<file path="config.mk">
export PLATFORM = sky130hd
export DESIGN_NAME = sgr_queue
export DESIGN_NICKNAME = d
export VERILOG_FILES = /design/src/sgr_pkg.sv /design/src/sgr_queue.sv
export SDC_FILE = /design/constraint.sdc
export NUM_CORES = 1
export LEC_CHECK = 0
export BUFFER_PORTS_ARGS = -buffer_cell sky130_fd_sc_hd__buf_2
export CAP_MARGIN = 20
export CORE_MARGIN = 2
export CORE_UTILIZATION = 35
export DETAILED_ROUTE_END_ITERATION = 12
export MAX_ROUTING_LAYER = met4
export PLACE_DENSITY = 0.58
export SKIP_CTS_REPAIR_TIMING = 1
export SYNTH_ARGS = -nofsm -noshare
export SYNTH_HDL_FRONTEND = slang
export SYNTH_SLANG_ARGS = --single-unit
</file>
<file path="constraint.sdc">
create_clock -name i_clk -period 3.7 [get_ports i_clk]
set_input_delay 0.555 -clock i_clk [delete_from_list [all_inputs] [get_ports i_clk]]
set_output_delay 0.555 -clock i_clk [all_outputs]
set_load 0.05 [all_outputs]
</file>
<file path="src/sgr_pkg.sv">
`timescale 1ns / 1ps
// ----------------------------------------------------------------------------
// sgr_pkg
// Shared types and constants of the scaled glyph renderer.
// ----------------------------------------------------------------------------
package sgr_pkg;

    // fixed glyph and screen geometry
    localparam int SGR_GLYPH_W    = 8;
    localparam int SGR_GLYPH_H    = 8;
    localparam int SGR_SCREEN_W   = 320;
    localparam int SGR_MAX_SCALE  = 4;
    localparam int SGR_ROW_LIMIT  = 32;

    // field widths
    localparam int SGR_OP_W       = 2;
    localparam int SGR_IDX_W      = 11;
    localparam int SGR_BITS_W     = 8;
    localparam int SGR_CODE_W     = 8;
    localparam int SGR_X_W        = 12;
    localparam int SGR_Y_W        = 8;
    localparam int SGR_ADDR_W     = 17;
    localparam int SGR_MASK_W     = 32;
    localparam int SGR_COLOR_W    = 8;
    localparam int SGR_SCALE_W    = 3;
    localparam int SGR_CFG_IDX_W  = 2;
    localparam int SGR_CFG_DATA_W = 8;
    localparam int SGR_ROW_W      = $clog2(SGR_ROW_LIMIT);
    localparam int SGR_STORE_DEPTH = 2 ** SGR_IDX_W;

    typedef enum logic [SGR_OP_W-1:0] {
        OP_LOAD     = 2'd0,
        OP_DRAW_POS = 2'd1,
        OP_DRAW_CUR = 2'd2,
        OP_NONE     = 2'd3
    } t_opcode;

    typedef enum logic [SGR_CFG_IDX_W-1:0] {
        REG_SCALE = 2'd0,
        REG_COLOR = 2'd1
    } t_reg_index;

    typedef enum logic {
        BK_IDLE,
        BK_DRAW
    } t_back_state;

    // one classified request between front and back
    typedef struct packed {
        logic                  is_load;
        logic [SGR_IDX_W-1:0]  index;
        logic [SGR_BITS_W-1:0] bits;
        logic [SGR_CODE_W-1:0] code;
        logic [SGR_X_W-1:0]    x;
        logic [SGR_Y_W-1:0]    y;
    } t_cmd;

    typedef struct packed {
        logic valid;
        t_cmd cmd;
    } t_push;

    typedef struct packed {
        logic valid;
        t_cmd cmd;
    } t_pop;

endpackage

</file>
<file path="src/sgr_queue.sv">
`timescale 1ns / 1ps
// ----------------------------------------------------------------------------
// sgr_queue
// Two-entry queue of classified requests between front and back.
// ----------------------------------------------------------------------------
module sgr_queue (
    input  logic           i_clk,
    input  logic           i_rst_n,
    input  sgr_pkg::t_push i_push,
    output logic           o_push_ready,
    output sgr_pkg::t_pop  o_pop,
    input  logic           i_pop_ready
);
    import sgr_pkg::*;

    t_cmd       r_slot [2];
    logic       r_wr_ptr, r_rd_ptr;
    logic [1:0] r_count;
    logic       do_push, do_pop;

    assign o_push_ready = (r_count != 2'd2);
    assign do_push      = i_push.valid && o_push_ready;
    assign do_pop       = o_pop.valid && i_pop_ready;
    assign o_pop.valid  = (r_count != 2'd0);
    assign o_pop.cmd    = r_slot[r_rd_ptr];

    always_ff @(posedge i_clk) begin
        if (do_push) begin
            r_slot[r_wr_ptr] <= i_push.cmd;
        end
    end

    always_ff @(posedge i_clk) begin
        if (!i_rst_n) begin
            r_wr_ptr <= 1'b0;
            r_rd_ptr <= 1'b0;
            r_count  <= 2'd0;
        end else begin
            if (do_push) begin
                r_wr_ptr <= ~r_wr_ptr;
            end
            if (do_pop) begin
                r_rd_ptr <= ~r_rd_ptr;
            end
            r_count <= r_count + 2'(do_push) - 2'(do_pop);
        end
    end

endmodule

</file>
==> impl_metrics.json, run 1 <==
{
  "clockBufferDepth": 2,
  "fillCellCount": 931,
  "reg2reg_setup_slack_ns": 1.81,
  "ioPinCount": 102,
  "clock.fmax_ghz": 0.387,
  "power_density_nw_per_um2": 751,
  "yosysTopAreaCell": "edfxtp_1",
  "yosysMostFrequentCell": "edfxtp_1",
  "remaining_drc_errors": 0,
  "initial_utilization_pct": 36.3,
  "finClkSkew_ns": 0.00794,
  "cts_buffers": 9,
  "period_minus_slack_ns": 2.58,
  "fin_util_pct": 44.9,
  "synth_flop_cell": "edfxtp_1",
  "grt_pass1_wl_um": 9280,
  "slowest_stage": "dfxtp_2",
  "layout.nets": 337,
  "synth_top_area_share_pct": 76.3,
  "gp_routability_congestion": 0.671,
  "placed_cell_area_um2": 4470,
  "synthCells": 173,
  "slew_headroom_pct": 52.1,
  "coreArea_um2": 10400,
  "max-vdd-ir-drop_v": 0.000301,
  "postLayoutCellArea_um2": 4680,
  "routed_wl_um": 6210,
  "synth.area.top_cells": "edfxtp_1, mux2_2, mux2_4",
  "htreeDepth": 3,
  "clockRootBuffer": "clkbuf_8",
  "multiInputGateArea_um2": 754,
  "start_kind": "register",
  "ys_seq_elements": 101,
  "num_antenna_cells": 0,
  "timing_worst_setup_path_type": "register to primary output",
  "period_share_pct": 69.9,
  "crit_fanout": 27,
  "ant_nets": 0,
  "drv_cap": 0,
  "syn_area_um2": 3780,
  "viasPerCell": 4.45,
  "firstDrtPassIters": 2,
  "ys_warn_count": 0,
  "min_path_type": "primary input to register",
  "grt_use_total_pct": 11.2,
  "numPortBuffers": 101,
  "ys_types": 18,
  "finalHoldViolations": 0,
  "p_leak_nw": 1.78,
  "tns_ns": 0,
  "route.vias.total": 1887,
  "status": "finished clean",
  "worstPathRequired_ns": 3.14,
  "synth_seq_area_share_pct": 79.0,
  "dp_hpwl_um": 4060,
  "drtIter0Drc": 41,
  "ff_latch_area_um2": 2980,
  "num_rows": 37,
  "grt_max_degree": 28,
  "finalSetupViolations": 0,
  "wl_per_cell_um": 14.6,
  "clock_sinks": 101,
  "slowest_delay_ns": 0.80,
  "cts_tree": "yes",
  "drive_above_1_share_pct": 59.0,
  "synth_common_cells": "edfxtp_1, mux2_2, mux2_4",
  "grt_antenna_before_repair": 0,
  "synth_edf_count": 96,
  "clkTransAtPathRegs_ns": 0.09,
  "max_slew.worst_pin.slew_ns": 0.719,
  "grt_pass1_vias": 1938,
  "cp.arrival_ns": 2.03,
  "die_h_um": 108,
  "clk_latency_ns": 0.35,
  "end_kind": "primary output",
  "area_growth_pct": 23.9,
  "avgSynthCellArea_um2": 21.8,
  "dieArea_um2": 11600,
  "die_w_um": 108,
  "maxSlewViolCount": 0,
  "synth_fp_nets": 227,
  "overflow": 0,
  "crit_chain": "buf_12 > mux2_2 > buf_2",
  "rsz0062_at_grt": "no",
  "ys_async_sr_fraction_pct": 0
}
## kinds of logic (layout without fill, tap and decap cells)
kind of cell / count (synthesis) / after routing / synth area share [%]
DFF: 101 / 101 / 79.0
muxes: 49 / 49 / 16.6
adders and majority gates: 2 / 2 / 0.663
buffers and inverters: 6 / 121 / 1.26
and+or+nand+nor: 11 / 11 / 1.62
AOI/OAI and AO/OA: 1 / 1 / 0.199
xor gates and xnor gates: 3 / 3 / 0.696
## flip-flops by register name (all words and copies together) (netlist names), named ones only
name      flops
r_count       2
r_wr_ptr      1
r_rd_ptr      1
r_slot       96
## path summary, 6_finish.rpt
kind / cells past startpoint / end / start
min reg2reg: 2 / r_wr_ptr / r_wr_ptr
max: 3 / o_pop[26] / register
min: 1 / r_slot[0][13] / i_push[13]
max reg2reg: 3 / r_slot[1][12] / r_count[0]
## metal layers
layer	wire [um]	global-route usage [%]	up-vias
met2	3040	17.6	69
met3	402	3.75	8
met4	65	4.95	0
li1	-	-	892
met1	2700	13.1	918
met5	0	-	-
## critical path, delay by kind of cell (launching register included)
kind,cells,cell delay (ns)
buffers and inverters,2,0.50
muxes,1,0.36
DFF,1,0.80
## layout by cell type, fill, tap and decap left out, types with 2 or more instances in the layout
cell type,synthesis,final
dfxtp_1,5,4
nand2_1,2,2
and2_1,2,2
mux2_2,28,28
buf_12,0,2
clkinv_4,0,2
nand2b_1,2,2
edfxtp_1,96,96
ha_1,2,2
bufinv_16,0,2
clkinv_1,0,2
mux2_4,20,20
nor2b_1,2,2
xnor2_1,3,3
buf_2,2,101
clkbuf_8,0,9
## metrics by stage
step / power (W) / setup WS, ns / std cells / hold WS, ns
6_report: 0.00352 / 1.12 / 424 / 0.383
5_1_grt: 0.00367 / 0.991 / 424 / 0.355
4_1_cts: 0.00357 / 1.05 / 424 / 0.362
3_5_place_dp: 0.00284 / 1.45 / 408 / 0.517
3_3_place_gp: 0.00283 / 1.45 / 408 / 0.504
2_1_floorplan: 0.00257 / 0.200 / 173 / 0.455
## layout make-up
cell class | instances | area share, %
flip-flops and latches | 101 | 63.8
multi-input cells | 66 | 16.1
repair buffers | 104 | 11.8
well taps | 136 | 3.64
clock buffers | 9 | 2.65
clock inverters | 7 | 1.93
inverters | 1 | 0.0802
## where the power goes
group          switching [W]  leakage (nW)  internal (W)  total [W]
Combinational       0.000871         0.731      0.000403    0.00127
Sequential         0.0000811         0.939       0.00144    0.00152
Clock               0.000349         0.108      0.000378   0.000727
Total                0.00130          1.78       0.00222    0.00352
No activity file was read; power rests on OpenSTA's default activity.
==> run 2: changes to the inputs <==
==> constraint.sdc (replaced) <==
create_clock -name i_clk -period 2.7 [get_ports i_clk]
set_input_delay 0.405 -clock i_clk [delete_from_list [all_inputs] [get_ports i_clk]]
set_output_delay 0.405 -clock i_clk [all_outputs]
set_load 0.05 [all_outputs]
==> run 2 against run 1 <==
Final cell count unchanged. Sequential power increased by 36%. Critical path type unchanged. Utilization increased by 0.072 points. Largest cell class unchanged. Register-to-register slack got worse by 0.83 ns. Wire length increased by 1.0%.
==> impl_metrics.json, run 2 (synthesis gave the netlist of run 1 again) <==
{
  "clockBufferDepth": 2,
  "viasPerCell": 4.49,
  "largest_registers": "r_slot: 96 flops, r_count: 2 flops",
  "start_kind": "register",
  "power_density_nw_per_um2": 1040,
  "final_cell_mix": "buf_2, edfxtp_1, mux2_2",
  "area_growth_pct": 24.1,
  "route.vias.total": 1905,
  "cts_tree": "yes",
  "tns_ns": 0,
  "initial_utilization_pct": 36.3,
  "reg2reg_setup_slack_ns": 0.98,
  "crit_chain": "buf_12 > mux2_2 > buf_2",
  "finalSetupViolations": 0,
  "reg2reg_to": "r_slot[0][43]",
  "whs_ns": 0.228,
  "num_rows": 37,
  "status": "finished clean",
  "drv_cap": 0,
  "maxSlewViolCount": 0,
  "grt_pass1_vias": 2027,
  "dieArea_um2": 11600,
  "min_to": "r_slot[1][17]",
  "finalHoldViolations": 0,
  "remaining_drc_errors": 0,
  "rsz0062_at_grt": "no",
  "clockRootBuffer": "clkbuf_8",
  "holdPathStages": 1,
  "met3_usage_pct": 3.21,
  "grt_use_total_pct": 11.7,
  "clock.fmax_ghz": 0.440,
  "clk_latency_ns": 0.35,
  "end_kind": "primary output",
  "min_path_type": "primary input to register",
  "final_common_cell": "buf_2",
  "htreeDepth": 3,
  "layout.nets": 337,
  "wl_per_cell_um": 14.8,
  "ant_nets": 0,
  "crit_fanout": 33,
  "slew_headroom_pct": 56.5,
  "largest_reg_flops": 96,
  "fillCellCount": 933,
  "drive_above_1_share_pct": 59.4,
  "grt_pass1_wl_um": 9690,
  "grt_max_degree": 49,
  "die_w_um": 108,
  "max_slew.worst_pin.slew_ns": 0.652,
  "busiest_layer": "met2",
  "finClkSkew_ns": 0.00423,
  "max-vdd-ir-drop_v": 0.000499,
  "clkTransAtPathRegs_ns": 0.09,
  "die_h_um": 108,
  "cp.arrival_ns": 1.87,
  "slowest_delay_ns": 0.61,
  "num_antenna_cells": 0,
  "worst_r2r_startpoint": "r_count[0]",
  "routed_wl_um": 6270,
  "clock_sinks": 101,
  "worstPathRequired_ns": 2.30,
  "grt_use_met2_pct": 19.0,
  "overflow": 0,
  "period_share_pct": 84.2,
  "hold_path_startpoint": "i_push[17]",
  "grt_antenna_before_repair": 0,
  "firstDrtPassIters": 4,
  "ioPinCount": 102,
  "gp_routability_congestion": 0.661,
  "top_register": "r_slot",
  "coreArea_um2": 10400,
  "numPortBuffers": 101,
  "drtIter0Drc": 93,
  "cts_buffers": 9,
  "use_met1_pct": 12.9,
  "p_leak_nw": 1.78,
  "period_minus_slack_ns": 2.27,
  "dp_hpwl_um": 4090,
  "slowest_stage": "dfxtp_2",
  "rr_worst_depth": 4,
  "timing_worst_setup_path_type": "register to primary output"
}
## run 2: report_power, final
part,switching (W),internal [W]
clock,0.000511,0.000527
sequential,0.0000895,0.00197
combinational,0.00121,0.000545
total,0.00181,0.00304
## run 2: final cells by class
class                   count  area (um2)  area share, %
flip-flops and latches    101        2980           63.7
multi-input cells          66         754           16.1
clock inverters             7        97.6           2.08
repair buffers            104         553           11.8
inverters                   1        3.75         0.0801
clock buffers               9         124           2.64
well taps                 136         170           3.63
## run 2: how the worst max path moves through the flow
stage	from	endpoint	slack [ns]	cells after the start
6_report	register	o_pop[6]	0.43	3
5_1_grt	register	o_pop[18]	0.28	3
4_1_cts	register	o_pop[18]	0.35	3
3_5_place_dp	register	o_pop[18]	0.78	3
3_3_place_gp	register	o_pop[18]	0.78	3
2_1_floorplan	r_count[0]	r_slot[1][0]	0.19	2
## run 2: critical path: cells and delay by family, from the launching register on
| kind | cells | cell delay, ns |
|---|---|---|
| DFF | 1 | 0.61 |
| buffers and inverters | 2 | 0.52 |
| muxes | 1 | 0.37 |
## run 2: stage by stage
step	instance area (um2)	utilization, %	power, W	cells	setup WS [ns]
2_1_floorplan	3780	-	0.00351	173	0.194
3_3_place_gp	4470	42.9	0.00387	408	0.781
3_5_place_dp	4470	42.9	0.00388	408	0.777
4_1_cts	4690	45.0	0.00494	424	0.353
5_1_grt	4690	45.0	0.00508	424	0.276
6_report	4690	45.0	0.00485	424	0.428
## run 2: routing by layer
metal | share of wire [%] | wire length, um
met1 | 40 | 2520
met5 | 0 | 0
met3 | 6.3 | 393
met2 | 52 | 3230
met4 | 1.9 | 122
==> run 3: changes to the inputs <==
--- a/config.mk
+++ b/config.mk
@@ -11,7 +11,7 @@
 export CORE_UTILIZATION = 35
 export DETAILED_ROUTE_END_ITERATION = 12
 export MAX_ROUTING_LAYER = met4
-export PLACE_DENSITY = 0.58
+export PLACE_DENSITY = 0.6
 export SKIP_CTS_REPAIR_TIMING = 1
 export SYNTH_ARGS = -nofsm -noshare
 export SYNTH_HDL_FRONTEND = slang
==> constraint.sdc (replaced) <==
create_clock -name i_clk -period 2 [get_ports i_clk]
set_input_delay 0.3 -clock i_clk [delete_from_list [all_inputs] [get_ports i_clk]]
set_output_delay 0.3 -clock i_clk [all_outputs]
set_load 0.05 [all_outputs]
==> run 3 against run 2 <==
Via count shrank 1.5%. Count of clock-buffer cells in the layout increased by 1. Utilization fell by 0.20 points. Clock power rose by 18%. Critical path depth unchanged. Die area unchanged. Final area is 0.45% lower. Sequential cell count unchanged. Register-to-register slack got worse by 0.64 ns. Combinational power rose by 37%. Worst hold slack got worse by 0.097 ns. Final cell count increased by 0.47%.
==> impl_metrics.json, run 3 (synthesis gave the netlist of run 1 again) <==
{
  "status": "finished clean",
  "grt_use_total_pct": 10.8,
  "ioPinCount": 102,
  "power_w": 0.00639,
  "slew_headroom_pct": 76.6,
  "firstDrtPassIters": 4,
  "cts_buffers": 9,
  "dp_hpwl_um": 3990,
  "final_cell_mix": "buf_2, edfxtp_1, mux2_2",
  "die_w_um": 108,
  "wl_met2_um": 2980,
  "layout.nets": 339,
  "p_seq_share_pct": 42.8,
  "grt_antenna_before_repair": 0,
  "numPortBuffers": 101,
  "viasPerCell": 4.40,
  "area_growth_pct": 23.6,
  "route.met3.wl_um": 356,
  "p_sw_share_pct": 37.7,
  "clock.fmax_ghz": 0.526,
  "final_common_cell": "buf_2",
  "htreeDepth": 3,
  "die_h_um": 108,
  "combPwrFrac_pct": 37.9,
  "wl_per_cell_um": 14.2,
  "clockBufferDepth": 2,
  "num_antenna_cells": 0,
  "clock_sinks": 101,
  "cp.arrival_ns": 1.60,
  "routed_wl_um": 6070,
  "overflow": 0,
  "p_int_w": 0.00398,
  "period_share_pct": 95.1,
  "p_leak_nw": 1.77,
  "fillCellCount": 921,
  "fin_util_pct": 44.8,
  "drive_above_1_share_pct": 59.3,
  "p_sw_w": 0.00241,
  "dieArea_um2": 11600,
  "cts_tree": "yes",
  "clkTransAtPathRegs_ns": 0.10,
  "crit_fanout": 48,
  "rsz0062_at_grt": "no",
  "largest_registers": "r_slot: 96 flops, r_count: 2 flops",
  "met1Wirelength_um": 2620,
  "route.vias.total": 1876,
  "grt_pass1_wl_um": 9110,
  "initial_utilization_pct": 36.3,
  "gp_routability_congestion": 0.629,
  "start_kind": "register",
  "drv_cap": 0,
  "tns_ns": 0,
  "top_register": "r_slot",
  "finalHoldViolations": 0,
  "min_path_type": "primary input to register",
  "power_frac_clock_pct": 19.3,
  "top_layer": "met4",
  "max_slew.worst_pin.slew_ns": 0.352,
  "maxSlewViolCount": 0,
  "end_kind": "primary output",
  "num_rows": 37,
  "largest_reg_flops": 96,
  "clockRootBuffer": "clkbuf_8",
  "timing_worst_setup_path_type": "register to primary output",
  "power_density_nw_per_um2": 1370,
  "drtIter0Drc": 48,
  "coreArea_um2": 10400,
  "grt_pass1_vias": 1911,
  "finClkSkew_ns": 0.0105,
  "clk_latency_ns": 0.35,
  "max-vdd-ir-drop_v": 0.000739,
  "period_minus_slack_ns": 1.90,
  "ant_nets": 0,
  "grt_max_degree": 49,
  "worstPathRequired_ns": 1.70,
  "finalSetupViolations": 0,
  "remaining_drc_errors": 0
}
-- run 3: worst max-delay path, stage by stage, from the launching register on --
cell and delay (ns):
dfxtp_2 0.35, buf_12 0.29, mux2_2 0.38, buf_2 0.21
-- run 3: power by group through the flow --
stage / Combinational, W / Clock (W) / Sequential (W)
2_1_floorplan: 0.00199 / 0 / 0.00277
3_3_place_gp: 0.00245 / 0 / 0.00277
3_5_place_dp: 0.00246 / 0 / 0.00279
4_1_cts: 0.00246 / 0.00129 / 0.00274
5_1_grt: 0.00255 / 0.00137 / 0.00277
6_report: 0.00242 / 0.00123 / 0.00274
-- run 3: routing by layer --
layer,GRT usage [%],vias up
li1,-,895
met1,13.0,900
met2,17.2,68
met3,2.72,13
met4,5.22,0
met5,-,-
-- run 3: final timing paths --
| path | start | end | slack (ns) | cells after the start |
|---|---|---|---|---|
| worst max register to register | r_count[0] | r_count[1] | 0.34 | 8 |
| worst max-delay path | register | o_pop[14] | 0.1 | 3 |
| worst min register to register | r_wr_ptr | r_wr_ptr | 0.53 | 2 |
| worst min-delay path | i_push[35] | r_slot[0][35] | 0.13 | 1 |
-- run 3: final cells by class --
| class | instances | area, um2 | share of cell area [%] |
|---|---|---|---|
| Clock inverter | 6 | 62.6 | 1.34 |
| Timing Repair Buffer | 106 | 556 | 11.9 |
| Clock buffer | 10 | 128 | 2.74 |
| Inverter | 1 | 3.75 | 0.0805 |
| Multi-Input combinational cell | 66 | 762 | 16.3 |
| Sequential cell | 101 | 2980 | 64.0 |
| Tap cell | 136 | 170 | 3.65 |
-- run 3: stage by stage --
step,worst slack (ns),cells,area [um2],hold slack (ns)
finish,0.0973,426,4670,0.131
global route,0.0116,426,4670,0.103
CTS,0.0557,426,4670,0.105
detailed placement,0.321,410,4480,0.491
global placement,0.380,410,4480,0.487
floorplan,0.104,173,3790,0.399
