===== src/sgr_pkg.sv =====
`timescale 1ns / 1ps
// ----------------------------------------------------------------------------
// sgr_pkg
// Shared types and constants of the scaled glyph renderer.
// ----------------------------------------------------------------------------
package sgr_pkg;

    // fixed glyph and screen geometry
    localparam int SGR_GLYPH_W    = 8;
    localparam int SGR_GLYPH_H    = 8;
    localparam int SGR_SCREEN_W   = 320;
    localparam int SGR_MAX_SCALE  = 4;
    localparam int SGR_ROW_LIMIT  = 32;

    // field widths
    localparam int SGR_OP_W       = 2;
    localparam int SGR_IDX_W      = 11;
    localparam int SGR_BITS_W     = 8;
    localparam int SGR_CODE_W     = 8;
    localparam int SGR_X_W        = 12;
    localparam int SGR_Y_W        = 8;
    localparam int SGR_ADDR_W     = 17;
    localparam int SGR_MASK_W     = 32;
    localparam int SGR_COLOR_W    = 8;
    localparam int SGR_SCALE_W    = 3;
    localparam int SGR_CFG_IDX_W  = 2;
    localparam int SGR_CFG_DATA_W = 8;
    localparam int SGR_ROW_W      = $clog2(SGR_ROW_LIMIT);
    localparam int SGR_STORE_DEPTH = 2 ** SGR_IDX_W;

    typedef enum logic [SGR_OP_W-1:0] {
        OP_LOAD     = 2'd0,
        OP_DRAW_POS = 2'd1,
        OP_DRAW_CUR = 2'd2,
        OP_NONE     = 2'd3
    } t_opcode;

    typedef enum logic [SGR_CFG_IDX_W-1:0] {
        REG_SCALE = 2'd0,
        REG_COLOR = 2'd1
    } t_reg_index;

    typedef enum logic {
        BK_IDLE,
        BK_DRAW
    } t_back_state;

    // one classified request between front and back
    typedef struct packed {
        logic                  is_load;
        logic [SGR_IDX_W-1:0]  index;
        logic [SGR_BITS_W-1:0] bits;
        logic [SGR_CODE_W-1:0] code;
        logic [SGR_X_W-1:0]    x;
        logic [SGR_Y_W-1:0]    y;
    } t_cmd;

    typedef struct packed {
        logic valid;
        t_cmd cmd;
    } t_push;

    typedef struct packed {
        logic valid;
        t_cmd cmd;
    } t_pop;

endpackage


===== src/sgr_ifaces.sv =====
`timescale 1ns / 1ps
// ----------------------------------------------------------------------------
// sgr interfaces
// Request, result and register write channels of the glyph renderer.
// ----------------------------------------------------------------------------
interface sgr_in_if;
    import sgr_pkg::*;
    logic                  valid;
    logic                  ready;
    logic [SGR_OP_W-1:0]   opcode;
    logic [SGR_IDX_W-1:0]  font_index;
    logic [SGR_BITS_W-1:0] font_bits;
    logic [SGR_CODE_W-1:0] char_code;
    logic [SGR_X_W-1:0]    pos_x;
    logic [SGR_Y_W-1:0]    pos_y;

    modport source (output valid, opcode, font_index, font_bits, char_code,
                    pos_x, pos_y, input ready);
    modport sink   (input valid, opcode, font_index, font_bits, char_code,
                    pos_x, pos_y, output ready);
endinterface



===== src/sgr_front.sv =====
`timescale 1ns / 1ps
// ----------------------------------------------------------------------------
// sgr_front
// Accepts requests, drops unused opcodes, resolves the cursor for draws.
// ----------------------------------------------------------------------------
module sgr_front (
    input  logic                         i_clk,
    input  logic                         i_rst_n,
    sgr_in_if.sink                       i_in,
    input  logic [sgr_pkg::SGR_SCALE_W-1:0] i_scale,
    output sgr_pkg::t_push               o_push,
    input  logic                         i_push_ready
);
    import sgr_pkg::*;

    logic [SGR_X_W-1:0] r_cur_x, n_cur_x;
    logic [SGR_Y_W-1:0] r_cur_y, n_cur_y;
    t_opcode            op;
    logic               accept;
    logic [SGR_X_W-1:0] draw_x;
    logic [SGR_Y_W-1:0] draw_y;

    assign op          = t_opcode'(i_in.opcode);
    assign i_in.ready  = i_push_ready;
    assign accept      = i_in.valid && i_push_ready;

    always_comb begin
        draw_x = r_cur_x;
        draw_y = r_cur_y;
        if (op == OP_DRAW_POS) begin
            draw_x = i_in.pos_x;
            draw_y = i_in.pos_y;
        end
    end

    always_comb begin
        o_push.valid       = i_in.valid && (op != OP_NONE);
        o_push.cmd.is_load = (op == OP_LOAD);
        o_push.cmd.index   = i_in.font_index;
        o_push.cmd.bits    = i_in.font_bits;
        o_push.cmd.code    = i_in.char_code;
        o_push.cmd.x       = draw_x;
        o_push.cmd.y       = draw_y;
    end

    always_comb begin
        n_cur_x = r_cur_x;
        n_cur_y = r_cur_y;
        if (accept && (op == OP_DRAW_POS || op == OP_DRAW_CUR)) begin
            n_cur_x = draw_x + SGR_X_W'(i_scale) * SGR_X_W'(SGR_GLYPH_W);
            n_cur_y = draw_y;
        end
    end

    always_ff @(posedge i_clk) begin
        if (!i_rst_n) begin
            r_cur_x <= '0;
            r_cur_y <= '0;
        end else begin
            r_cur_x <= n_cur_x;
            r_cur_y <= n_cur_y;
        end
    end

endmodule


===== src/flat_wrapper.sv =====
// flat-port wrapper written by rule: the top's interface ports become plain ports
module sgr_front_flat import sgr_pkg::*;
  (i_clk, i_rst_n, i_scale, o_push, i_push_ready, i_in_valid, i_in_opcode, i_in_font_index, i_in_font_bits, i_in_char_code, i_in_pos_x, i_in_pos_y, i_in_ready);
  sgr_in_if i_in_i ();
  input  logic i_clk;
  input  logic i_rst_n;
  input  logic [sgr_pkg::SGR_SCALE_W-1:0] i_scale;
  output sgr_pkg::t_push o_push;
  input  logic i_push_ready;
  input wire logic [$bits(i_in_i.valid)-1:0] i_in_valid;
  input wire logic [$bits(i_in_i.opcode)-1:0] i_in_opcode;
  input wire logic [$bits(i_in_i.font_index)-1:0] i_in_font_index;
  input wire logic [$bits(i_in_i.font_bits)-1:0] i_in_font_bits;
  input wire logic [$bits(i_in_i.char_code)-1:0] i_in_char_code;
  input wire logic [$bits(i_in_i.pos_x)-1:0] i_in_pos_x;
  input wire logic [$bits(i_in_i.pos_y)-1:0] i_in_pos_y;
  output wire logic [$bits(i_in_i.ready)-1:0] i_in_ready;
  assign i_in_i.valid = i_in_valid;
  assign i_in_i.opcode = i_in_opcode;
  assign i_in_i.font_index = i_in_font_index;
  assign i_in_i.font_bits = i_in_font_bits;
  assign i_in_i.char_code = i_in_char_code;
  assign i_in_i.pos_x = i_in_pos_x;
  assign i_in_i.pos_y = i_in_pos_y;
  assign i_in_ready = i_in_i.ready;
  sgr_front u_core (.i_clk(i_clk), .i_rst_n(i_rst_n), .i_in(i_in_i), .i_scale(i_scale), .o_push(o_push), .i_push_ready(i_push_ready));
endmodule

===== config.mk =====
export PLATFORM = sky130hd
export DESIGN_NAME = sgr_front_flat
export DESIGN_NICKNAME = d
export VERILOG_FILES = /design/src/sgr_pkg.sv /design/src/sgr_ifaces.sv /design/src/sgr_front.sv /design/src/flat_wrapper.sv
export SDC_FILE = /design/constraint.sdc
export NUM_CORES = 1
export LEC_CHECK = 0
export BUFFER_PORTS_ARGS = -buffer_cell sky130_fd_sc_hd__buf_4
export CAP_MARGIN = 20
export CELL_PAD_IN_SITES_DETAIL_PLACEMENT = 1
export CELL_PAD_IN_SITES_GLOBAL_PLACEMENT = 2
export CORE_MARGIN = 4
export CORE_UTILIZATION = 21
export DETAILED_ROUTE_END_ITERATION = 8
export PLACE_DENSITY_LB_ADDON = 0.1
export SLEW_MARGIN = 20
export SYNTH_ARGS = -nofsm -noshare
export SYNTH_HDL_FRONTEND = slang
export SYNTH_SLANG_ARGS = --single-unit

===== constraint.sdc =====
create_clock -name i_clk -period 2.5 [get_ports i_clk]
set_clock_uncertainty 0.05 [all_clocks]
set_input_delay 0 -clock i_clk [delete_from_list [all_inputs] [get_ports i_clk]]
set_output_delay 0 -clock i_clk [all_outputs]
set_load 0.05 [all_outputs]

==> flow_summary.json, run 1 <==
{
  "synth_commonest_cells": "36 x nand2_1, 30 x buf_4, 20 x dfxtp_1",
  "layout.nets": 289,
  "grt_pass1_vias": 1465,
  "start_kind": "register",
  "postCtsSetupRepairBufs": 0,
  "numPortBuffers": 51,
  "place_congestion": 0.708,
  "ant_nets": 0,
  "post_cts_resized": 0,
  "rows": 30,
  "floorplan.die.height_um": 93.0,
  "grt.overflow.total": 0,
  "syn_nets": 241,
  "finalWirelength_mm": 4.71,
  "synth_top_cell_by_area": "dfxtp_1",
  "avgRoutedWirePerCell_um": 14.7,
  "syn_inst": 178,
  "dr.pass1.iters": 4,
  "r2r_start": "u_core.r_cur_x[3]",
  "clk_latency_ns": 0.26,
  "synth-edff-count": 0,
  "crit_start": "u_core.r_cur_x[3]",
  "start_util": 0.220,
  "yosys_warnings": 0,
  "drive_gt1_frac": 0.364,
  "total_power_uw": 966,
  "fp.dieW_um": 93.0,
  "ir_drop_uv": 156,
  "worst-setup-path-type": "register to register",
  "reg2reg_depth": 8,
  "powerDensity_mw_per_mm2": 461,
  "hold_buffers": 27,
  "cts_buffers": 3,
  "drv_cap": 0,
  "r2r-end": "u_core.r_cur_x[9]",
  "syn2layout_area_growth_pct": 38.0,
  "antenna_found_initial": 0,
  "p_leak_uw": 0.000911,
  "slew_violations": 0,
  "end_kind": "register",
  "grt_use_total": 0.106,
  "synth_area_sq_mm": 0.00152,
  "n_antenna_cell": 0,
  "hp-class": "primary input to register",
  "core-area_sq_mm": 0.00691,
  "die-area_sq_mm": 0.00864,
  "cts_buffer_depth": 2,
  "async_flop_share": 0,
  "via_count": 1364,
  "syn_area_per_cell_sq_um": 8.52,
  "synth_ff_type": "dfxtp_1",
  "max_freq_ghz": 0.508,
  "vias_per_cell": 4.25,
  "outcome": "complete, no violations",
  "synthDistinctLibCells": 34,
  "ys_ff_latch": 20,
  "clkSinkCount": 20,
  "yosysMostFrequentCell": "nand2_1",
  "critPathCapture": "u_core.r_cur_x[9]",
  "netlist.area_leader.share": 0.264,
  "hold_viol": 0,
  "use_met1": 0.125,
  "first_iter_violations": 36,
  "grt_pass1_wl_mm": 7.36,
  "gr-max-usage-layer": "met2",
  "cts_root_buf": "clkbuf_8",
  "dpl.hpwl_mm": 3.37,
  "clk_pin_slew_ns": 0.08,
  "grt_max_degree": 28,
  "setup_viol": 0,
  "period_share": 0.788,
  "cp_max_fo": 3,
  "cp_data_required_time_ns": 2.64,
  "relSlewSlack": 0.561,
  "reg2reg_slack_ns": 0.53,
  "met3_usage": 0.0298,
  "min_period_ns": 1.97,
  "io-pin-count": 106,
  "drc_errors": 0,
  "ctsHtreeMaxLevel": 1,
  "grtUsageMet2": 0.196,
  "arrival_ns": 2.11,
  "worstMarginPinSlew_ns": 0.658,
  "synth-seq-area-share": 0.264,
  "rsz0062_at_grt": "false",
  "setup_tns_ns": 0,
  "cts_tree": "built",
  "synth_area_leaders": "dfxtp_1 26%, buf_4 15%, mux2_2 12%"
}
## stage by stage
stage / setup slack [ns] / hold slack, ns / std cells / instance area [sq um] / util
finish: 0.530 / 0.0761 / 321 / 2090 / 0.303
global route: 0.368 / 0.0853 / 321 / 2090 / 0.303
CTS: 0.514 / 0.0743 / 321 / 2090 / 0.303
detailed placement: 0.317 / -0.0497 / 290 / 1770 / 0.256
global placement: 0.400 / -0.0497 / 290 / 1770 / 0.256
floorplan: 0.212 / 0.117 / 178 / 1520 / -
## critical path, cell delays in order, from the launching register on
cell and delay [ns]:
dfxtp_1 0.33, mux2_2 0.16, ha_1 0.16, inv_1 0.06, fa_1 0.39, nor2b_1 0.30
o21ai_0 0.16, xnor2_1 0.14, o21ai_0 0.14
## power breakdown
part | switching (uW) | total, uW | internal, uW
clock network | 118 | 258 | 140
registers | 4.53 | 331 | 326
logic | 246 | 377 | 130
total | 369 | 966 | 597
## sequential cells by signal, indices dropped and copies added (netlist names)
register	flops
u_core.r_cur_x	12
u_core.r_cur_y	8
## layout make-up
type / instances / area (sq um)
fill: 819 / 4810
sequential: 20 / 400
inverter: 6 / 22.5
timing repair buffer: 82 / 683
multi-input combinational: 113 / 812
tap: 96 / 120
clock buffer: 4 / 55.1
## cell families after synthesis
group / Yosys count / share of synthesized area
buf+inv: 45 / 0.200
compound gates: 29 / 0.147
simple gates: 54 / 0.158
fa+ha+maj: 7 / 0.0627
xor+xnor: 4 / 0.0231
mux: 19 / 0.145
flops: 20 / 0.264
## cell usage in the layout (no fill, tap or decap), drive strengths merged, types with 2 or more instances in the layout
master,Yosys,routed
a21boi,14,14
a21oi,3,3
buf,35,55
clkbuf,4,4
dfxtp,20,20
dlygate4sd3,0,27
ha,6,6
inv,6,6
mux2,18,18
nand2,36,36
nand2b,2,2
nand3,5,5
nand4,4,4
nor2,3,3
nor2b,2,2
o211ai,3,3
o21ai,4,4
xnor2,3,3
## worst min-delay path by stage
stage	startpoint	to	cells after the start
floorplan	i_push_ready	i_in_ready	1
global placement	i_in_font_index[6]	o_push[42]	0
detailed placement	i_in_font_index[6]	o_push[42]	0
CTS	i_rst_n	u_core.r_cur_x[4]	2
global route	i_rst_n	u_core.r_cur_x[4]	2
finish	i_rst_n	u_core.r_cur_x[4]	2
## layer usage
metal,up-vias,share of wire
met5,-,0
met4,0,0.0015
met3,2,0.073
met1,628,0.41
met2,71,0.51
li1,663,-
(Power assumes the default switching activity.)
==> run 2, diff against run 1 <==
--- a/config.mk
+++ b/config.mk
@@ -5,12 +5,13 @@
 export SDC_FILE = /design/constraint.sdc
 export NUM_CORES = 1
 export LEC_CHECK = 0
+export ABC_AREA = 1
 export BUFFER_PORTS_ARGS = -buffer_cell sky130_fd_sc_hd__buf_4
 export CAP_MARGIN = 20
 export CELL_PAD_IN_SITES_DETAIL_PLACEMENT = 1
 export CELL_PAD_IN_SITES_GLOBAL_PLACEMENT = 2
 export CORE_MARGIN = 4
-export CORE_UTILIZATION = 21
+export CORE_UTILIZATION = 19
 export DETAILED_ROUTE_END_ITERATION = 8
 export PLACE_DENSITY_LB_ADDON = 0.1
 export SLEW_MARGIN = 20
==> constraint.sdc (replaced) <==
create_clock -name i_clk -period 1.97 [get_ports i_clk]
set_clock_uncertainty 0.05 [all_clocks]
set_input_delay 0 -clock i_clk [delete_from_list [all_inputs] [get_ports i_clk]]
set_output_delay 0 -clock i_clk [all_outputs]
set_load 0.05 [all_outputs]
==> flow_summary.json, run 2 <==
{
  "slowest_delay_ns": 0.35,
  "total_power_uw": 1490,
  "syn_inst": 242,
  "cts_root_buf": "clkbuf_8",
  "cp_data_required_time_ns": 2.14,
  "max_freq_ghz": 0.547,
  "synth_ff_type": "dfxtp_1",
  "cp_max_fo": 4,
  "cts_tree": "built",
  "clk_pin_slew_ns": 0.09,
  "fin_util": 0.294,
  "use_met1": 0.123,
  "worstPathCellList": "inv_1 -> o21ai_4 -> ha_2 -> inv_2 -> fa_2 -> inv_2 -> a21oi_2 -> nor2_4 -> buf_4 -> nand4_1 -> nand3_1 -> nand2_1 -> inv_1",
  "reg2reg_slack_ns": 0.14,
  "outcome": "complete, no violations",
  "worstMarginPinSlew_ns": 0.519,
  "relSlewSlack": 0.653,
  "ctsHtreeMaxLevel": 1,
  "core-area_sq_mm": 0.00785,
  "avgRoutedWirePerCell_um": 12.5,
  "grt.overflow.total": 0,
  "timing.final.ws_setup_ns": 0.142,
  "start_kind": "register",
  "synth-seq-area-share": 0.257,
  "n_antenna_cell": 0,
  "dr.pass1.iters": 4,
  "drive_gt1_frac": 0.283,
  "synthDistinctLibCells": 23,
  "cts_buffer_depth": 2,
  "grt_use_total": 0.101,
  "antenna_found_initial": 0,
  "async_flop_share": 0,
  "rows": 32,
  "met3_usage": 0.0276,
  "largest_reg_flops": 12,
  "critical-path-top-delay-family": "adder cells",
  "gr-max-usage-layer": "met2",
  "crit_buf_inv": 5,
  "reg2reg_depth": 13,
  "slew_violations": 0,
  "min_period_ns": 1.83,
  "yosys_warnings": 0,
  "dpl.hpwl_mm": 3.61,
  "p_leak_uw": 0.00108,
  "r2r_start": "u_core.r_cur_x[3]",
  "synth_area_leaders": "dfxtp_1 26%, buf_4 15%, nand2_1 13%",
  "vias_per_cell": 4.09,
  "worst-setup-path-type": "register to register",
  "synth_area_sq_mm": 0.00156,
  "synth_commonest_cells": "55 x nand2_1, 41 x inv_1, 31 x buf_4",
  "yosysMostFrequentCell": "nand2_1",
  "hp-class": "primary input to register",
  "clk_latency_ns": 0.27,
  "start_util": 0.198,
  "clkSinkCount": 20,
  "whs_path_depth": 3,
  "arrival_ns": 2.00,
  "grt_max_degree": 30,
  "syn2layout_area_growth_pct": 48.1,
  "grtUsageMet2": 0.176,
  "pre_cts_slack_ns": 0.0528,
  "largest_register": "u_core.r_cur_x",
  "netlist.area_leader.share": 0.257,
  "syn_area_per_cell_sq_um": 6.43,
  "final_common_cell": "buf_4",
  "setup_viol": 0,
  "synth-edff-count": 0,
  "ant_nets": 0,
  "crit_path_top_delay_cell": "fa_2",
  "syn_nets": 305,
  "period_share": 0.928,
  "r2r-end": "u_core.r_cur_x[9]",
  "ys_ff_latch": 20,
  "numPortBuffers": 51,
  "grt_pass1_wl_mm": 8.09,
  "ir_drop_uv": 218,
  "layout.nets": 361,
  "cts_buffers": 3,
  "end_kind": "register",
  "reg.largest.list": "u_core.r_cur_x x12, u_core.r_cur_y x8",
  "grt_pass1_vias": 1689,
  "powerDensity_mw_per_mm2": 647,
  "floorplan.die.height_um": 98.5,
  "via_count": 1630,
  "fp.dieW_um": 98.5,
  "synth_top_cell_by_area": "dfxtp_1",
  "first_iter_violations": 33,
  "drv_cap": 0,
  "place_congestion": 0.711,
  "finalWirelength_mm": 4.98,
  "drc_errors": 0,
  "hold_viol": 0,
  "hold_start": "i_rst_n",
  "crit_cells": 13,
  "layout_common_cells": "60 x buf_4, 55 x nand2_1, 38 x inv_1, 27 x dlygate4sd3_1, 24 x o21ai_0",
  "whs_endpoint": "u_core.r_cur_x[1]",
  "die-area_sq_mm": 0.00970,
  "io-pin-count": 106
}
-- run 2: cell count changes in the layout (fill, tap and decap cells not counted), sizes merged, moves of 3 or more --
cell,before,now
inv,6,41
o21ai,4,33
nand2,36,59
nor2,3,11
mux2,18,0
o211ai,3,0
buf,55,61
nand4,4,1
xnor2,3,0
a21oi,3,20
a21boi,14,0
-- run 2: cell families (layout without fill, tap and decap cells) --
logic type / count (synthesis) / in the layout / synth area share
AND/OR/NAND/NOR: 80 / 80 / 0.219
buffers and inverters: 78 / 133 / 0.268
AO/OA/AOI/OAI: 55 / 55 / 0.182
flip-flops: 20 / 20 / 0.257
adder cells (fa/ha/maj): 7 / 7 / 0.0611
XOR/XNOR: 2 / 2 / 0.0113
-- run 2: routing by layer --
metal	wire, um	vias to the layer above
met1	2100	736
met5	0	-
met2	2470	62
met3	361	4
li1	-	828
met4	45	0
-- run 2: repair_timing --
| action | in CTS | in global routing |
|---|---|---|
| endpoints found under the hold margin | 27 | 0 |
| hold buffers | 27 | 0 |
| setup buffers | 0 | 3 |
| resized for setup | 0 | 1 |
| endpoints found under the setup margin | 0 | 3 |
-- run 2: stage by stage --
stage / instances / cell area (sq um) / hold WS, ns / TNS (ns)
finish: 399 / 2300 / 0.0239 / 0
global route: 399 / 2300 / 0.0327 / -0.00456
CTS: 396 / 2280 / 0.0235 / 0
detailed placement: 365 / 1940 / -0.0497 / 0
global placement: 365 / 1940 / -0.0497 / 0
floorplan: 242 / 1640 / 0.0884 / -0.324
-- run 2: how the worst max path moves through the flow --
| stage | start | endpoint | slack [ns] |
|---|---|---|---|
| finish | u_core.r_cur_x[3] | u_core.r_cur_x[9] | 0.14 |
| global route | u_core.r_cur_x[3] | u_core.r_cur_x[11] | -0.005 |
| CTS | u_core.r_cur_x[3] | u_core.r_cur_x[11] | 0.05 |
| detailed placement | i_in_opcode[1] | u_core.r_cur_x[11] | 0.05 |
| global placement | i_in_opcode[1] | u_core.r_cur_x[11] | 0.08 |
| floorplan | i_in_opcode[1] | u_core.r_cur_x[11] | -0.15 |
-- run 2: worst min-delay path, delay by kind of cell --
kind	cells	cell delay (ns)
buf+inv	1	0.17
compound gates	2	0.13
-- run 2: final cells by class --
class	count	area (sq um)
fillers	1013	5540
repair buffers	88	741
clock inverters	1	30.0
inverters	41	166
clock buffers	3	41.3
flip-flops and latches	20	400
multi-input cells	144	798
well taps	102	128
-- run 2: report_power, final --
part / switching [uW] / internal, uW
clock network: 161 / 272
logic: 417 / 203
registers: 8.64 / 430
==> run 3, diff against run 2 <==
--- a/config.mk
+++ b/config.mk
@@ -5,13 +5,12 @@
 export SDC_FILE = /design/constraint.sdc
 export NUM_CORES = 1
 export LEC_CHECK = 0
-export ABC_AREA = 1
 export BUFFER_PORTS_ARGS = -buffer_cell sky130_fd_sc_hd__buf_4
 export CAP_MARGIN = 20
 export CELL_PAD_IN_SITES_DETAIL_PLACEMENT = 1
 export CELL_PAD_IN_SITES_GLOBAL_PLACEMENT = 2
 export CORE_MARGIN = 4
-export CORE_UTILIZATION = 19
+export CORE_UTILIZATION = 21
 export DETAILED_ROUTE_END_ITERATION = 8
 export PLACE_DENSITY_LB_ADDON = 0.1
 export SLEW_MARGIN = 20
==> flow_summary.json, run 3 (same netlist as run 1, synthesis figures left out) <==
{
  "drv_cap": 0,
  "dp_cells": 291,
  "slowest_delay_ns": 0.32,
  "floorplan.die.height_um": 93.0,
  "fp.dieW_um": 93.0,
  "p_leak_uw": 0.000927,
  "layout_common_cells": "56 x buf_4, 36 x nand2_1, 27 x dlygate4sd3_1, 20 x dfxtp_1",
  "via_count": 1383,
  "final_common_cell": "buf_4",
  "first_iter_violations": 24,
  "place_area_sq_mm": 0.00183,
  "worstMarginPinSlew_ns": 0.518,
  "worst-setup-path-type": "register to register",
  "arrival_ns": 1.94,
  "vias_per_cell": 4.30,
  "setup_tns_ns": 0,
  "post_cts_resized": 0,
  "crit_start": "u_core.r_cur_x[4]",
  "finalWirelength_mm": 4.74,
  "crit_path_top_delay_cell": "dfxtp_1",
  "start_util": 0.220,
  "powerDensity_mw_per_mm2": 575,
  "antenna_found_initial": 0,
  "place_congestion": 0.722,
  "layout.nets": 290,
  "min_period_ns": 1.80,
  "hold_buffers": 27,
  "clk_pin_slew_ns": 0.08,
  "dr.pass1.iters": 4,
  "rsz0062_at_grt": "false",
  "core-area_sq_mm": 0.00691,
  "setup_viol": 0,
  "avgRoutedWirePerCell_um": 14.7,
  "slew_violations": 0,
  "drive_gt1_frac": 0.398,
  "die-area_sq_mm": 0.00864,
  "hp-class": "primary input to register",
  "start_kind": "register",
  "worstPathCellList": "mux2_4 -> ha_1 -> a21o_1 -> a21oi_2 -> nand2b_1 -> nand4_1 -> o211ai_2",
  "hold_viol": 0,
  "postCtsSetupRepairBufs": 0,
  "total_power_uw": 1240,
  "grt_pass1_vias": 1603,
  "ctsHtreeMaxLevel": 1,
  "r2r_start": "u_core.r_cur_x[4]",
  "ir_drop_uv": 279,
  "outcome": "complete, no violations",
  "io-pin-count": 106,
  "grt_use_total": 0.107,
  "relSlewSlack": 0.653,
  "clkSinkCount": 20,
  "numPortBuffers": 51,
  "largest_reg_flops": 12,
  "cts_root_buf": "clkbuf_8",
  "fill_cells": 836,
  "max_freq_ghz": 0.557,
  "fin_area_sq_mm": 0.00215,
  "cp_max_fo": 4,
  "cts_buffer_depth": 2,
  "period_share": 0.912,
  "drc_errors": 0,
  "hold_start": "i_rst_n",
  "ant_nets": 0,
  "cts_tree": "built",
  "cts_buffers": 3,
  "rows": 30,
  "clk_latency_ns": 0.26,
  "grt_max_degree": 28,
  "dpl.hpwl_mm": 3.33,
  "largest_register": "u_core.r_cur_x",
  "n_antenna_cell": 0,
  "grt_pass1_wl_mm": 7.55,
  "cp_data_required_time_ns": 2.11,
  "reg.largest.list": "u_core.r_cur_x x12, u_core.r_cur_y x8",
  "fin_util": 0.311,
  "syn2layout_area_growth_pct": 41.8,
  "stdcell_count": 322,
  "grt.overflow.total": 0,
  "end_kind": "register"
}
run 3: path summary, 6_finish.rpt:
check	endpoint	slack, ns	cells after the start
max	u_core.r_cur_x[10]	0.17	7
min	u_core.r_cur_x[4]	0.06	2
max reg2reg	u_core.r_cur_x[10]	0.17	7
min reg2reg	u_core.r_cur_y[5]	0.41	2
run 3: where the power goes:
group / internal (uW) / switching [uW]
logic: 176 / 315
clock network: 178 / 147
registers: 414 / 5.93
total: 768 / 468
run 3: layout make-up:
cell class | count | area [sq um] | share of cell area
Tap cell | 96 | 120 | 0.0558
Inverter | 6 | 22.5 | 0.0105
Sequential cell | 20 | 400 | 0.186
Clock buffer | 4 | 55.1 | 0.0256
Timing Repair Buffer | 83 | 691 | 0.321
Multi-Input combinational cell | 113 | 862 | 0.401
run 3: worst max-delay path, delay by kind of cell, from the launching register on:
family | cells | cell delay (ns)
flip-flops | 1 | 0.32
multiplexers | 1 | 0.28
adder cells (fa/ha/maj) | 1 | 0.28
AO/OA/AOI/OAI | 3 | 0.50
AND/OR/NAND/NOR | 2 | 0.31
run 3: metal layers:
| layer | global-route usage | wire length (um) | up-vias |
|---|---|---|---|
| met5 | 0 | 0 | - |
| met4 | 0.0147 | 11 | 0 |
| met3 | 0.0241 | 267 | 2 |
| met2 | 0.215 | 2680 | 60 |
| met1 | 0.115 | 1780 | 656 |
| li1 | - | - | 665 |
run 3: metrics by stage:
stage / setup slack (ns) / hold slack [ns]
after floorplan: 0.0118 / 0.117
after global placement: 0.132 / -0.0497
after detailed placement: 0.0731 / -0.0497
after CTS: 0.155 / 0.0599
after global routing: 0.0766 / 0.0787
final: 0.174 / 0.0613
